$ cat src/wpd_pkg.sv
// Package: types, codes and constants of the WAV PCM16 parser and downmix unit.
package wpd_pkg;

	localparam logic [31:0] TagRiff = 32'h4646_4952;
	localparam logic [31:0] TagWave = 32'h4556_4157;
	localparam logic [31:0] TagFmt  = 32'h2074_6D66;
	localparam logic [31:0] TagData = 32'h6174_6164;

	localparam int ResultWidth = 2 + 16 + 16 + 32 + 31;

	typedef enum logic [1:0] {
		KIND_FORMAT = 2'd0,
		KIND_SAMPLE = 2'd1,
		KIND_END    = 2'd2,
		KIND_ERROR  = 2'd3
	} kind_t;

	typedef enum logic [2:0] {
		PH_RIFF  = 3'd0,
		PH_CHUNK = 3'd1,
		PH_FMT   = 3'd2,
		PH_SKIP  = 3'd3,
		PH_DATA  = 3'd4,
		PH_WAIT  = 3'd5
	} phase_t;

	typedef enum logic [2:0] {
		ST_IDLE,
		ST_DIV,
		ST_EMIT0,
		ST_EMIT1
	} ctrl_state_t;

	// Controller to datapath.
	typedef struct packed {
		logic parse;      // handle the captured byte
		logic div_start;  // begin the frame average
		logic div_step;   // one divider iteration
		logic finish;     // apply end/error, reset on end of stream
	} dp_cmd_t;

	// Datapath to controller.
	typedef struct packed {
		logic need_div;   // the parsed byte completed a frame
		logic div_done;
		logic [1:0] n_res; // results caused by this byte
	} dp_sts_t;

	typedef struct packed {
		logic [1:0]  kind;
		logic [15:0] mono_sample;
		logic [15:0] channel_count;
		logic [31:0] rate_hz;
		logic [30:0] frames_done;
	} result_t;

endpackage

$ cat src/wav_pcm16_stream_parser_downmix_unit.sv
// Top level: WAV PCM16 stream parser with mono downmix.
//  channel | dir | tdata                         | tuser | tlast
//  s_axis  | in  | data_byte[7:0]                | -     | end_of_stream
//  m_axis  | out | mono[15:0] ch[31:16] rate[63:32] frames[94:64] | kind[1:0] | last_of_run
// Each byte is parsed, then runs through the serial divider when it closes a frame,
// then delivers its results. The serial 32-step divider sets the frame cost.
// Reset clears parser state to expecting the RIFF header.
// Output stalls hold the result and block new input until delivered.
module wav_pcm16_stream_parser_downmix_unit (
	input  logic clk,
	input  logic arst_n,
	input  logic s_tvalid,
	output logic s_tready,
	input  logic [7:0] s_tdata,   // data_byte
	input  logic s_tlast,
	output logic m_tvalid,
	input  logic m_tready,
	output logic [95:0] m_tdata,  // mono_sample, channel_count, rate_hz, frames_done, pad
	output logic [1:0] m_tuser,   // kind
	output logic m_tlast
);
	import wpd_pkg::*;

	dp_cmd_t cmd;
	dp_sts_t sts;
	result_t r0, r1, r;
	logic sel1, s_fire;

	assign s_fire = s_tvalid && s_tready;

	wpd_datapath u_dp (
		.clk(clk), .arst_n(arst_n), .in_byte(s_tdata), .in_eos(s_tlast),
		.in_load(s_fire), .cmd(cmd), .sts(sts), .res0(r0), .res1(r1)
	);

	wpd_controller u_ctrl (
		.clk(clk), .arst_n(arst_n), .s_fire(s_fire), .s_ready(s_tready),
		.m_ready(m_tready), .m_valid(m_tvalid), .m_last(m_tlast), .sel1(sel1),
		.cmd(cmd), .sts(sts)
	);

	assign r = sel1 ? r1 : r0;
	assign m_tuser = r.kind;
	assign m_tdata = {1'b0, r.frames_done, r.rate_hz, r.channel_count, r.mono_sample};

endmodule

$ cat src/wpd_datapath.sv
// Datapath: header parse registers, frame accumulator, serial divider and results.
module wpd_datapath (
	input  logic clk,
	input  logic arst_n,
	input  logic [7:0] in_byte,
	input  logic in_eos,
	input  logic in_load,
	input  wpd_pkg::dp_cmd_t cmd,
	output wpd_pkg::dp_sts_t sts,
	output wpd_pkg::result_t res0,
	output wpd_pkg::result_t res1
);
	import wpd_pkg::*;

	phase_t phase_q;
	logic [4:0] field_index_q;
	logic [63:0] header_shift_q;
	logic [31:0] skip_remaining_q;
	logic fmt_seen_q;
	logic [15:0] format_code_q, channels_held_q, bits_held_q, channel_index_q;
	logic [31:0] rate_held_q;
	logic [7:0] low_byte_q, byte_q;
	logic byte_parity_q, eos_q;
	logic signed [31:0] frame_sum_q;
	logic [30:0] samples_left_q, frame_total_q;
	logic err_q, ended_q, fmt_rep_q, need_div_q;

	// Divider registers: magnitude restoring division, 32 bits
	logic [31:0] quo_q, rem_q;
	logic [5:0] div_cnt_q;
	logic neg_q, div_busy_q;
	logic [16:0] nch_c;
	logic [32:0] trial_c;

	logic [63:0] hs_c;
	assign hs_c = {byte_q, header_shift_q[63:8]};
	assign nch_c = (channels_held_q == 16'd0) ? 17'd1 : {1'b0, channels_held_q};
	assign trial_c = {rem_q, quo_q[31]} - {16'd0, nch_c};

	// Capture the accepted byte
	always_ff @(posedge clk) begin
		if (in_load) begin
			byte_q <= in_byte;
			eos_q <= in_eos;
		end
	end

	always_ff @(posedge clk or negedge arst_n) begin
		if (!arst_n) begin
			phase_q <= PH_RIFF;
			field_index_q <= '0;
			header_shift_q <= '0;
			skip_remaining_q <= '0;
			fmt_seen_q <= 1'b0;
			format_code_q <= '0;
			channels_held_q <= '0;
			rate_held_q <= '0;
			bits_held_q <= '0;
			low_byte_q <= '0;
			byte_parity_q <= 1'b0;
			frame_sum_q <= '0;
			channel_index_q <= '0;
			samples_left_q <= '0;
			frame_total_q <= '0;
			err_q <= 1'b0;
			ended_q <= 1'b0;
			fmt_rep_q <= 1'b0;
			need_div_q <= 1'b0;
			div_busy_q <= 1'b0;
			div_cnt_q <= '0;
			quo_q <= '0;
			rem_q <= '0;
			neg_q <= 1'b0;
		end else begin
			if (cmd.parse) begin
				logic [31:0] id, sz;
				logic [15:0] raw;
				logic signed [31:0] nsum;
				logic e, en, nd, fr, td;
				id = hs_c[31:0];
				sz = hs_c[63:32];
				e = 1'b0; en = 1'b0; nd = 1'b0; fr = 1'b0; td = 1'b0;
				raw = {byte_q, low_byte_q};
				nsum = frame_sum_q + {{16{raw[15]}}, raw};
				header_shift_q <= hs_c;
				case (phase_q)
					PH_RIFF: begin
						if (field_index_q == 5'd3 && sz != TagRiff) e = 1'b1;
						else if (field_index_q == 5'd11) begin
							if (sz != TagWave) e = 1'b1;
							else begin
								phase_q <= PH_CHUNK;
								field_index_q <= '0;
							end
						end else field_index_q <= field_index_q + 5'd1;
					end
					PH_CHUNK: begin
						if (field_index_q < 5'd7) field_index_q <= field_index_q + 5'd1;
						else begin
							field_index_q <= '0;
							if (id == TagFmt) begin
								if (sz < 32'd16) e = 1'b1;
								else begin
									skip_remaining_q <= sz - 32'd16;
									format_code_q <= '0;
									channels_held_q <= '0;
									rate_held_q <= '0;
									bits_held_q <= '0;
									phase_q <= PH_FMT;
								end
							end else if (id == TagData) begin
								if (!fmt_seen_q || format_code_q != 16'd1 || bits_held_q != 16'd16)
									e = 1'b1;
								else begin
									fr = 1'b1;
									samples_left_q <= sz[31:1];
									frame_sum_q <= '0;
									channel_index_q <= '0;
									byte_parity_q <= 1'b0;
									frame_total_q <= '0;
									if (sz[31:1] == 31'd0) en = 1'b1;
									else begin
										phase_q <= PH_DATA;
										td = 1'b1;
									end
								end
							end else begin
								skip_remaining_q <= (sz + 32'd1) & ~32'd1;
								if (((sz + 32'd1) & ~32'd1) != 32'd0) phase_q <= PH_SKIP;
							end
						end
					end
					PH_FMT: begin
						case (field_index_q)
							5'd0: format_code_q[7:0] <= byte_q;
							5'd1: format_code_q[15:8] <= byte_q;
							5'd2: channels_held_q[7:0] <= byte_q;
							5'd3: channels_held_q[15:8] <= byte_q;
							5'd4: rate_held_q[7:0] <= byte_q;
							5'd5: rate_held_q[15:8] <= byte_q;
							5'd6: rate_held_q[23:16] <= byte_q;
							5'd7: rate_held_q[31:24] <= byte_q;
							5'd14: bits_held_q[7:0] <= byte_q;
							5'd15: bits_held_q[15:8] <= byte_q;
							default: ;
						endcase
						if (field_index_q >= 5'd15) begin
							fmt_seen_q <= 1'b1;
							field_index_q <= '0;
							phase_q <= (skip_remaining_q != 0) ? PH_SKIP : PH_CHUNK;
						end else field_index_q <= field_index_q + 5'd1;
					end
					PH_SKIP: begin
						skip_remaining_q <= skip_remaining_q - 32'd1;
						if (skip_remaining_q == 32'd1) begin
							phase_q <= PH_CHUNK;
							field_index_q <= '0;
						end
					end
					PH_DATA: begin
						if (!byte_parity_q) begin
							low_byte_q <= byte_q;
							byte_parity_q <= 1'b1;
						end else begin
							byte_parity_q <= 1'b0;
							samples_left_q <= samples_left_q - 31'd1;
							if ({1'b0, channel_index_q + 16'd1} >= nch_c) begin
								nd = 1'b1;
								frame_total_q <= frame_total_q + 31'd1;
								frame_sum_q <= '0;
								channel_index_q <= '0;
								neg_q <= nsum[31];
								quo_q <= nsum[31] ? 32'd0 - nsum : nsum;
							end else begin
								frame_sum_q <= nsum;
								channel_index_q <= channel_index_q + 16'd1;
							end
							if (samples_left_q == 31'd1) en = 1'b1;
						end
					end
					default: ;
				endcase
				// End of stream: end report inside data, error before data
				if (eos_q && !e && !en) begin
					if (phase_q == PH_DATA || td) en = 1'b1;
					else if (phase_q <= PH_SKIP) e = 1'b1;
				end
				err_q <= e;
				ended_q <= en;
				fmt_rep_q <= fr;
				need_div_q <= nd;
			end
			// Serial divider: one quotient bit per step
			if (cmd.div_start) begin
				rem_q <= '0;
				div_cnt_q <= '0;
				div_busy_q <= 1'b1;
			end else if (cmd.div_step && div_busy_q) begin
				if (!trial_c[32]) begin
					rem_q <= trial_c[31:0];
					quo_q <= {quo_q[30:0], 1'b1};
				end else begin
					rem_q <= {rem_q[30:0], quo_q[31]};
					quo_q <= {quo_q[30:0], 1'b0};
				end
				div_cnt_q <= div_cnt_q + 6'd1;
				if (div_cnt_q == 6'd31) div_busy_q <= 1'b0;
			end
			// Close the byte: wait phase on error or end, reset on end of stream
			if (cmd.finish) begin
				if (eos_q) begin
					phase_q <= PH_RIFF;
					field_index_q <= '0;
					header_shift_q <= '0;
					skip_remaining_q <= '0;
					fmt_seen_q <= 1'b0;
					format_code_q <= '0;
					channels_held_q <= '0;
					rate_held_q <= '0;
					bits_held_q <= '0;
					low_byte_q <= '0;
					byte_parity_q <= 1'b0;
					frame_sum_q <= '0;
					channel_index_q <= '0;
					samples_left_q <= '0;
					frame_total_q <= '0;
				end else if (err_q || ended_q) phase_q <= PH_WAIT;
			end
		end
	end

	// Order results: first report or sample, then error or end
	always_comb begin
		result_t a, b;
		logic [15:0] q16;
		q16 = neg_q ? 16'd0 - quo_q[15:0] : quo_q[15:0];
		a = '0;
		b = '0;
		if (err_q) b.kind = KIND_ERROR;
		else begin
			b.kind = KIND_END;
			b.frames_done = frame_total_q;
		end
		if (fmt_rep_q) begin
			a.kind = KIND_FORMAT;
			a.channel_count = channels_held_q;
			a.rate_hz = rate_held_q;
		end else if (need_div_q) begin
			a.kind = KIND_SAMPLE;
			a.mono_sample = q16;
		end else a = b;
		res0 = a;
		res1 = b;
		sts.need_div = need_div_q;
		sts.div_done = !div_busy_q;
		sts.n_res = 2'({1'b0, fmt_rep_q | need_div_q} + {1'b0, err_q | ended_q});
	end

endmodule

$ cat src/wpd_controller.sv
// Controller: sequences parse, divide and result delivery for each byte.
module wpd_controller (
	input  logic clk,
	input  logic arst_n,
	input  logic s_fire,
	output logic s_ready,
	input  logic m_ready,
	output logic m_valid,
	output logic m_last,
	output logic sel1,
	output wpd_pkg::dp_cmd_t cmd,
	input  wpd_pkg::dp_sts_t sts
);
	import wpd_pkg::*;

	ctrl_state_t state_q, state_d;
	logic parse_q;

	always_ff @(posedge clk or negedge arst_n) begin
		if (!arst_n) begin
			state_q <= ST_IDLE;
			parse_q <= 1'b0;
		end else begin
			state_q <= state_d;
			parse_q <= s_fire;
		end
	end

	// Next state and commands
	always_comb begin
		state_d = state_q;
		cmd = '0;
		s_ready = 1'b0;
		m_valid = 1'b0;
		m_last = 1'b0;
		sel1 = 1'b0;
		cmd.parse = parse_q;
		case (state_q)
			ST_IDLE: begin
				s_ready = !parse_q;
				if (s_fire) state_d = ST_DIV;
			end
			ST_DIV: begin
				// while parse_q is set the byte is parsed and the divider started; afterwards step it if a frame closed
				if (sts.need_div && !parse_q) cmd.div_step = 1'b1;
				if (parse_q) ;
				else if (sts.need_div && !sts.div_done) cmd.div_step = 1'b1;
				else if (sts.n_res == 2'd0) begin
					cmd.finish = 1'b1;
					state_d = ST_IDLE;
				end else state_d = ST_EMIT0;
			end
			ST_EMIT0: begin
				m_valid = 1'b1;
				m_last = (sts.n_res == 2'd1);
				if (m_ready) begin
					if (sts.n_res == 2'd1) begin
						cmd.finish = 1'b1;
						state_d = ST_IDLE;
					end else state_d = ST_EMIT1;
				end
			end
			ST_EMIT1: begin
				m_valid = 1'b1;
				m_last = 1'b1;
				sel1 = 1'b1;
				if (m_ready) begin
					cmd.finish = 1'b1;
					state_d = ST_IDLE;
				end
			end
			default: state_d = ST_IDLE;
		endcase
		cmd.div_start = parse_q;
	end

`ifndef NO_ASSERTIONS
	a_no_accept_busy: assert property (@(posedge clk) disable iff (!arst_n)
		state_q != ST_IDLE |-> !s_ready) else $error("accept while busy");
	a_last_second: assert property (@(posedge clk) disable iff (!arst_n)
		sel1 |-> m_last) else $error("second result not last");
	a_emit_has_res: assert property (@(posedge clk) disable iff (!arst_n)
		m_valid |-> sts.n_res != 2'd0) else $error("emit without result");
`endif

endmodule

$ cat config.mk
export PLATFORM = sky130hd
export DESIGN_NAME = wav_pcm16_stream_parser_downmix_unit
export DESIGN_NICKNAME = d
export VERILOG_FILES = /design/src/wpd_pkg.sv /design/src/wav_pcm16_stream_parser_downmix_unit.sv /design/src/wpd_datapath.sv /design/src/wpd_controller.sv
export SDC_FILE = /design/constraint.sdc
export NUM_CORES = 2
export LEC_CHECK = 0
export ABC_AREA = 1
export BUFFER_PORTS_ARGS = -buffer_cell sky130_fd_sc_hd__buf_2
export CAP_MARGIN = 40
export CORE_MARGIN = 2
export CORE_UTILIZATION = 35
export DETAILED_ROUTE_END_ITERATION = 7
export PLACE_DENSITY = 0.53
export SYNTH_ARGS = -nofsm -noshare
export SYNTH_HDL_FRONTEND = slang
export SYNTH_SLANG_ARGS = --single-unit
$ cat constraint.sdc
create_clock -name clk -period 6 [get_ports clk]
set_clock_uncertainty 0.15 [all_clocks]
set_input_delay 0.6 -clock clk [delete_from_list [all_inputs] [get_ports clk]]
set_output_delay 0.6 -clock clk [all_outputs]
set_load 0.02 [all_outputs]
Yosys cells after proc, flatten, opt, wreduce, memory -nomap -nowiden:

Index checks and enable logic that the tools add are counted.

* bits in registers: 393
* input port bits: 13
* output and inout bits: 101
* word-level logic and storage cells: 332

* add/subtract/negate cells: 13
* order comparisons: 5
* equal/unequal tests: 32
* muxes and demuxes: 223
* bitwise logic cells: 2
* reduce and logical (&&, ||, !) cells: 29

Operators with widths (number)
* 2-to-1 mux 32 bit: 32
* 2-to-1 mux 31 bit: 20
* 2-to-1 mux 16 bit: 30
* 2-to-1 mux 64 bit: 3
* case mux 32 bit (2 select lines): 3
* case mux 16 bit (2 select lines): 4
* case mux 31 bit (2 select lines): 2
* 2-to-1 mux 8 bit: 15
* 2-to-1 mux 97 bit: 1
* 2-to-1 mux 1 bit: 66
* inequality test 32 x 31 -> 1 bit, second input constant: 2
* nonzero test 32 bit: 2
* 2-to-1 mux 3 bit: 21
* 2-to-1 mux 48 bit: 1
* 2-to-1 mux 5 bit: 9
* subtractor 33 x 17 -> 33 bit: 1
* adder 32 x 1 -> 32 bit, second input constant: 1
* adder 32 bit: 1
* equality test 32 x 1 -> 1 bit, second input constant: 1
* equality test 32 x 30 -> 1 bit, second input constant: 1
* equality test 32 x 31 -> 1 bit, second input constant: 1
* < comparator 32 x 5 -> 1 bit, second input constant: 1
* subtractor 1 x 32 -> 32 bit, first input constant: 1
* subtractor 32 x 1 -> 32 bit, second input constant: 1
* other kinds (47): 84

Logic depth before layout (Yosys ltp):

* depth in word-level cells: 13
* mapped depth: 27
* gate-level depth less buffers: 25

Hierarchy:

Synthesis repeated with hierarchy kept, for this count alone.

* cell total of the unflattened synthesis: 5021
* area total of the unflattened synthesis: 32127.1 um^2

Modules (own cells, without submodules)
* wpd_datapath: times used 1, cells an instance 4660, area an instance 30613.1 um^2, sequential area each 9579.2 um^2
* wav_pcm16_stream_parser_downmix_unit: times used 1, cells an instance 317, area an instance 1260.0 um^2, sequential area each 0.0 um^2
* wpd_controller: times used 1, cells an instance 44, area an instance 254.0 um^2, sequential area each 75.1 um^2

Least setup slack after synthesis:

OpenSTA, ideal clock, no wires.

* kind: register to register
* start point: reg u_dp.channel_index_q[0]
* end point: reg u_dp.frame_sum_q[30]
* setup time: 0.078 ns
* data arrival time: 3.585 ns
* required time: 5.772 ns
* slack: 2.187 ns
* stages on the path, launching flop included: 26
* path buffers: 2
* clock period less this slack: 3.813 ns
* cells stage by stage: dfrtp_1 ha_1 nand4_1 nor2_1 nand2_1 nor4_1 nand3_1 nor2_1 xor2_1 inv_1 ha_1 nand2_2 inv_2 a221oi_1 nand2_1 a21oi_2 nand3_4 nand2_4 inv_2 buf_6 nor2_8 buf_4 o21ai_1 o21ai_1 nand2_1 a21oi_1

* word-level cells in the longest chain between the ends: 8

Ends and longest elaborated chain
* from (decl): line wpd_datapath.sv:20 `logic [15:0] format_code_q, channels_held_q, bits_held_q, channel_index_q;`
* from (signal assigned): line wpd_datapath.sv:176 `channel_index_q <= channel_index_q + 16'd1;`
* adder 16 x 1 -> 16 bit (*): line wpd_datapath.sv:167 `if ({1'b0, channel_index_q + 16'd1} >= nch_c) begin`
* >= comparator 16 x 17 -> 1 bit (*): line wpd_datapath.sv:167
* 2-to-1 mux 32 bit (*): line wpd_datapath.sv:167
* 2-to-1 mux 32 bit (*): line wpd_datapath.sv:161 `if (!byte_parity_q) begin`
* case mux 32 bit (2 select lines) (*): line wpd_datapath.sv:86 `case (phase_q)`
* 2-to-1 mux 32 bit (*): line wpd_datapath.sv:75 `if (cmd.parse) begin`
* 2-to-1 mux 32 bit: line wpd_datapath.sv:211 `if (eos_q) begin`
* 2-to-1 mux 32 bit (*): line wpd_datapath.sv:210 `if (cmd.finish) begin`
* to (signal assigned): line wpd_datapath.sv:175 `frame_sum_q <= nsum;`
* to (decl): line wpd_datapath.sv:24 `logic signed [31:0] frame_sum_q;`

Every way passes the cells marked *; elsewhere a longest branch is shown, timed or not.
A chain may end at the register's enable or synchronous reset.

Worst setup path in the final report:

* start point: reg u_dp.channel_index_q[0]
* end point: reg u_dp.quo_q[11]

* word-level cells in the longest chain between the ends: 8

Ends and longest elaborated chain
* adder 16 x 1 -> 16 bit (*): line wpd_datapath.sv:167
* >= comparator 16 x 17 -> 1 bit (*): line wpd_datapath.sv:167
* 2-to-1 mux 32 bit (*): line wpd_datapath.sv:167
* 2-to-1 mux 32 bit (*): line wpd_datapath.sv:161
* 2-to-1 mux 32 bit (*): line wpd_datapath.sv:86
* 2-to-1 mux 32 bit (*): line wpd_datapath.sv:75
* 2-to-1 mux 32 bit: line wpd_datapath.sv:198 `end else if (cmd.div_step && div_busy_q) begin`
* 2-to-1 mux 32 bit (*): line wpd_datapath.sv:194 `if (cmd.div_start) begin`
* to (signal assigned): line wpd_datapath.sv:173 `quo_q <= nsum[31] ? 32'd0 - nsum : nsum;`
* to (signal assigned): line wpd_datapath.sv:201 `quo_q <= {quo_q[30:0], 1'b1};`
* to (signal assigned): line wpd_datapath.sv:204 `quo_q <= {quo_q[30:0], 1'b0};`
* to (decl): line wpd_datapath.sv:29 `logic [31:0] quo_q, rem_q;`

Marks and branches as above.

==> metrics.md <==
| Metric | Value |
|---|---|
| PostCTS Resize Cnt | 0 |
| Sequential share of the synthesized area | a little under a third |
| Nets@finish | 4872 |
| Area delta synth->final | 11.43% |
| Reg2Reg Setup Slack | 850 ps |
| Filler Cell Count | around 9400 |
| Total number of vias | approximately 32000 |
| Rel. slew slack | about two fifths |
| Combinational share of power | 55.9% |
| Sequential power share | 24.5% |
| WL per Instance | around 18 um |
| Place WS | 846.6 ps |
| DRT Pass-1 Iters | 6 |
| Placeable Area | 0.08675 mm^2 |
| Largest delay share family, worst path | simple AND/OR/NAND/NOR gates |
| Layout Cells excl Fill | a little under 6000 |
| Vias in the first global route | 29590 |
| Sum Neg Setup Slack | 0 ps |
| Final setup violation count | 0 |
| R2r worst-path depth | 23 |
| Tmin final | just over 5000 ps |
| Die height | between 200 and 300 um |
| CTS Buf Count | 48 |
| Yosys Warn Count | 0 |
| CP dominant cell by count | nor2_1 |
| Leakage | 0.01605 uW |
| R2r startpoint | u_dp.channel_index_q[0] |
| Type of destination of the critical path | register |
| Initial core utilization | 35.32% |
| Boundary Pins | between 100 and 150 |
| Hold path start | m_tready |
| Placed cells | 5869 |
| Arr. time, crit path | roughly 5500 ps |
| RSZ-0062 raised after global routing | false |
| Die area | 0.08992 mm^2 |
| Slowest stage delay, CP | ~540 ps |
| Power Internal | 8135 uW |
| FFs w/ async S/R, synth | 97.66% |
| Area share of the largest cell type after synthesis | between 30% and 40% |
| H-tree Lvls | 2 |
| CTS clk-pin slew, worst paths | 60 ps |
| Post-synth EDFFs | 9 |
| Top cells by area, synth | dfrtp_1, nand2_1, nor2_1 |
| Share of cells above drive strength 1 | roughly 8% |
| Clk_lat worst skew | 620 ps |
| Clock Tree Root | clkbuf_16 |
| Sw Share | 52.26% |
| Fin crit share | 85.82% |
| Measured slew at the worst slew-check pin | 883.1 ps |
| CTS tree | yes |
| Hold buffer count at CTS | 10 |
| Mapped Cells | 4776 |
| Routed Antenna Nets | 0 |
| CP required | 6310 ps |
| Synth Flop Type | dfrtp_1 |
| GRT Total Usage | 23.98% |
| Hold path depth | 2 |
| Initial antenna violation count | 0 |
| Fmax | 0.1942 GHz |
| Peak VDD IR | 425.1 uV |
| Total gr overflow | 0 |
| Die width | 299.9 um |
| # clock sinks | 384 |
| Hold Path Class | input pin to register |
| DR iter-0 viols | ~2500 |
| Max cap viols | 0 |
| Flops & latches, synth | about 380 |
| First-pass GRT wire length | 172.4 mm |
| Clock Power Share | 19.6% |
| Syn_nets | 4874 |
| Synth Cell Area | 0.03064 mm^2 |
| Largest net degree at the start of global routing | around 160 |
| Crit path cell chain | ha_1 -> nand4_1 -> nor2_1 -> nand2_1 -> nor4_1 -> nand3_1 -> nor2_1 -> xor2_1 -> inv_1 -> ha_1 -> nand2_2 -> inv_2 -> a221oi_1 -> nand2_1 -> a21oi_2 -> nand3_4 -> nand2_4 -> nor2_2 -> buf_4 -> inv_2 -> nor2_1 -> a22oi_1 -> o21ai_0 |
| Final HPWL DP | 78.07 mm |
| Post-CTS Setup Inserts | 0 |
| Cell area power density | 499.2 mW/mm^2 |
| Status | finished clean |
| R2r endpoint | u_dp.quo_q[11] |
| Routed WL | 110.2 mm |
| Drt via density | 5.304 |
| Max Root-Sink Buffers | 3 |
| Yosys cell types | 75 |
| DRC viols | 0 |
| IO Port Bufs | 112 |
| Setup ws final | 850.6 ps |
| Post-Syn Area per Cell | 6.415 um^2 |
| Hold EP | u_ctrl.state_q[1] |
| CP Launch Type | register |
| Sw Pwr | between 8000 and 9000 uW |
| Hold Vio Cnt, Final | 0 |
| Standard-cell rows | 108 |
| WP buf/inv | 4 |
| Max-slew violations | 0 |
| RePlAce Congestion | 0.9619 |
| Slowest stage cell on the critical path | inv_2 |
| WS Path Type | register to register |
| Synth area leader | dfrtp_1 |
| Crit-path max FO | 37 |
## power groups by stage
stage | Combinational [uW] | Sequential (uW) | Clock (uW)
after floorplan | 7100 | 3710 | 0
after global placement | 9360 | 4200 | 0
after detailed placement | 9430 | 4190 | 0
final | 9530 | 4180 | 3330
after CTS | 9480 | 4150 | 3400
after global routing | 10500 | 4250 | 3500
## kinds of logic (layout without fill, tap and decap cells)
logic type | Yosys count | count (layout) | synth area share (%)
adders and majority gates | 85 | 85 | 3.520
AOI/OAI and AO/OA | 1056 | 1056 | 19.30
buffers and inverters | 840 | 878 | 10.81
DFF | 384 | 384 | 31.51
other | 1 | 2 | 0.01224
and+or+nand+nor | 2324 | 2324 | 32.34
xor gates and xnor gates | 86 | 86 | 2.507
## worst max-delay path by stage
stage,start,to,slack [ps],depth (start not counted)
after floorplan,u_dp.channel_index_q[0],u_dp.frame_sum_q[30],2190,25
final,u_dp.channel_index_q[0],u_dp.quo_q[11],850,23
after detailed placement,u_dp.channel_index_q[0],u_dp.quo_q[11],850,23
after global routing,u_dp.channel_index_q[0],u_dp.quo_q[11],350,23
after global placement,u_dp.channel_index_q[0],u_dp.quo_q[11],910,23
after CTS,u_dp.channel_index_q[0],u_dp.quo_q[11],820,23
## worst reg2reg max path, stage by stage (launching register included)
cell	delay, ps
dfrtp_1	500
ha_1	260
nand4_1	170
nor2_1	120
nand2_1	90
nor4_1	350
nand3_1	190
nor2_1	150
xor2_1	200
inv_1	60
ha_1	280
nand2_2	80
inv_2	50
a221oi_1	240
nand2_1	100
a21oi_2	160
nand3_4	280
nand2_4	390
nor2_2	50
buf_4	240
inv_2	560
nor2_1	110
a22oi_1	140
o21ai_0	90
## cells in the final DEF (no fill, tap or decap), types with 8 or more instances in the layout
master	instances
o21bai_1	11
clkbuf_1	10
o22ai_1	17
buf_4	39
xnor2_1	13
nand2_1	1160
nand3b_1	13
dfrtp_1	373
inv_1	579
inv_2	32
clkbuf_8	10
dlygate4sd3_1	10
nand2_2	25
xor2_1	71
a22oi_1	65
buf_2	111
o21ai_0	369
nand3_1	259
clkinv_2	8
clkbuf_16	48
a21o_1	14
a32o_1	8
nor4_1	25
o21ai_1	66
o211ai_1	32
a21oi_1	377
nor2_2	20
a31oi_1	36
edfxtp_1	9
ha_1	83
bufinv_16	10
nor2_1	596
nor3_2	8
nand4_1	79
nor2_4	12
nor3_1	92
## cell usage after synthesis, types with 34 or more instances
cell type / number
clkbuf_1: 154
inv_1: 580
o21ai_0: 369
a31oi_1: 36
o21ai_1: 66
nor2_1: 600
xor2_1: 71
dfrtp_1: 375
nor3_1: 93
a22oi_1: 65
a21oi_1: 377
buf_2: 34
nand3_1: 259
nand2_1: 1161
ha_1: 83
nand4_1: 79
## flip-flops by register name, indices dropped and copies added (netlist names), 3 cells and up
signal                 count
u_dp.header_shift_q       56
u_dp.frame_sum_q          32
u_dp.quo_q                32
u_dp.rate_held_q          32
u_dp.rem_q                32
u_dp.skip_remaining_q     32
u_dp.frame_total_q        31
u_dp.samples_left_q       31
u_dp.bits_held_q          16
u_dp.channel_index_q      16
u_dp.channels_held_q      16
u_dp.format_code_q        16
u_dp.byte_q                8
u_dp.low_byte_q            8
u_dp.div_cnt_q             6
u_dp.field_index_q         5
u_dp.phase_q               3
## stage by stage
stage               hold slack [ps]  utilization, %  instance area, um^2  total power, uW
floorplan                     154.4               -                30640            10820
global placement              348.3           36.96                32060            13560
global route                  105.6           39.35                34140            18210
finish                        130.6           39.35                34140            17040
detailed placement            336.9           37.19                32270            13620
CTS                           86.10           39.35                34140            17030
## final cells by class
class | instances | area (um^2) | share of cell area, %
inverter | 614 | 2307 | 6.758
multi-input combinational | 3552 | 17720 | 51.89
tap | 1155 | 1445 | 4.233
timing repair buffer | 174 | 1240 | 3.632
sequential | 384 | 9659 | 28.29
clock buffer | 68 | 1376 | 4.031
clock inverter | 22 | 394.1 | 1.154
antenna | 1 | 2.502 | 0.007330
## metal layers
layer / track usage [%] / wire length, um / up-vias
met1: 33.88 / 51840 / 15010
met3: 2.587 / 5442 / 170
met5: 0 / 0 / -
met2: 38.66 / 49940 / 813
li1: - / - / 15670
met4: 6.881 / 2975 / 0
Note: power is estimated with default switching activity, not from simulation.
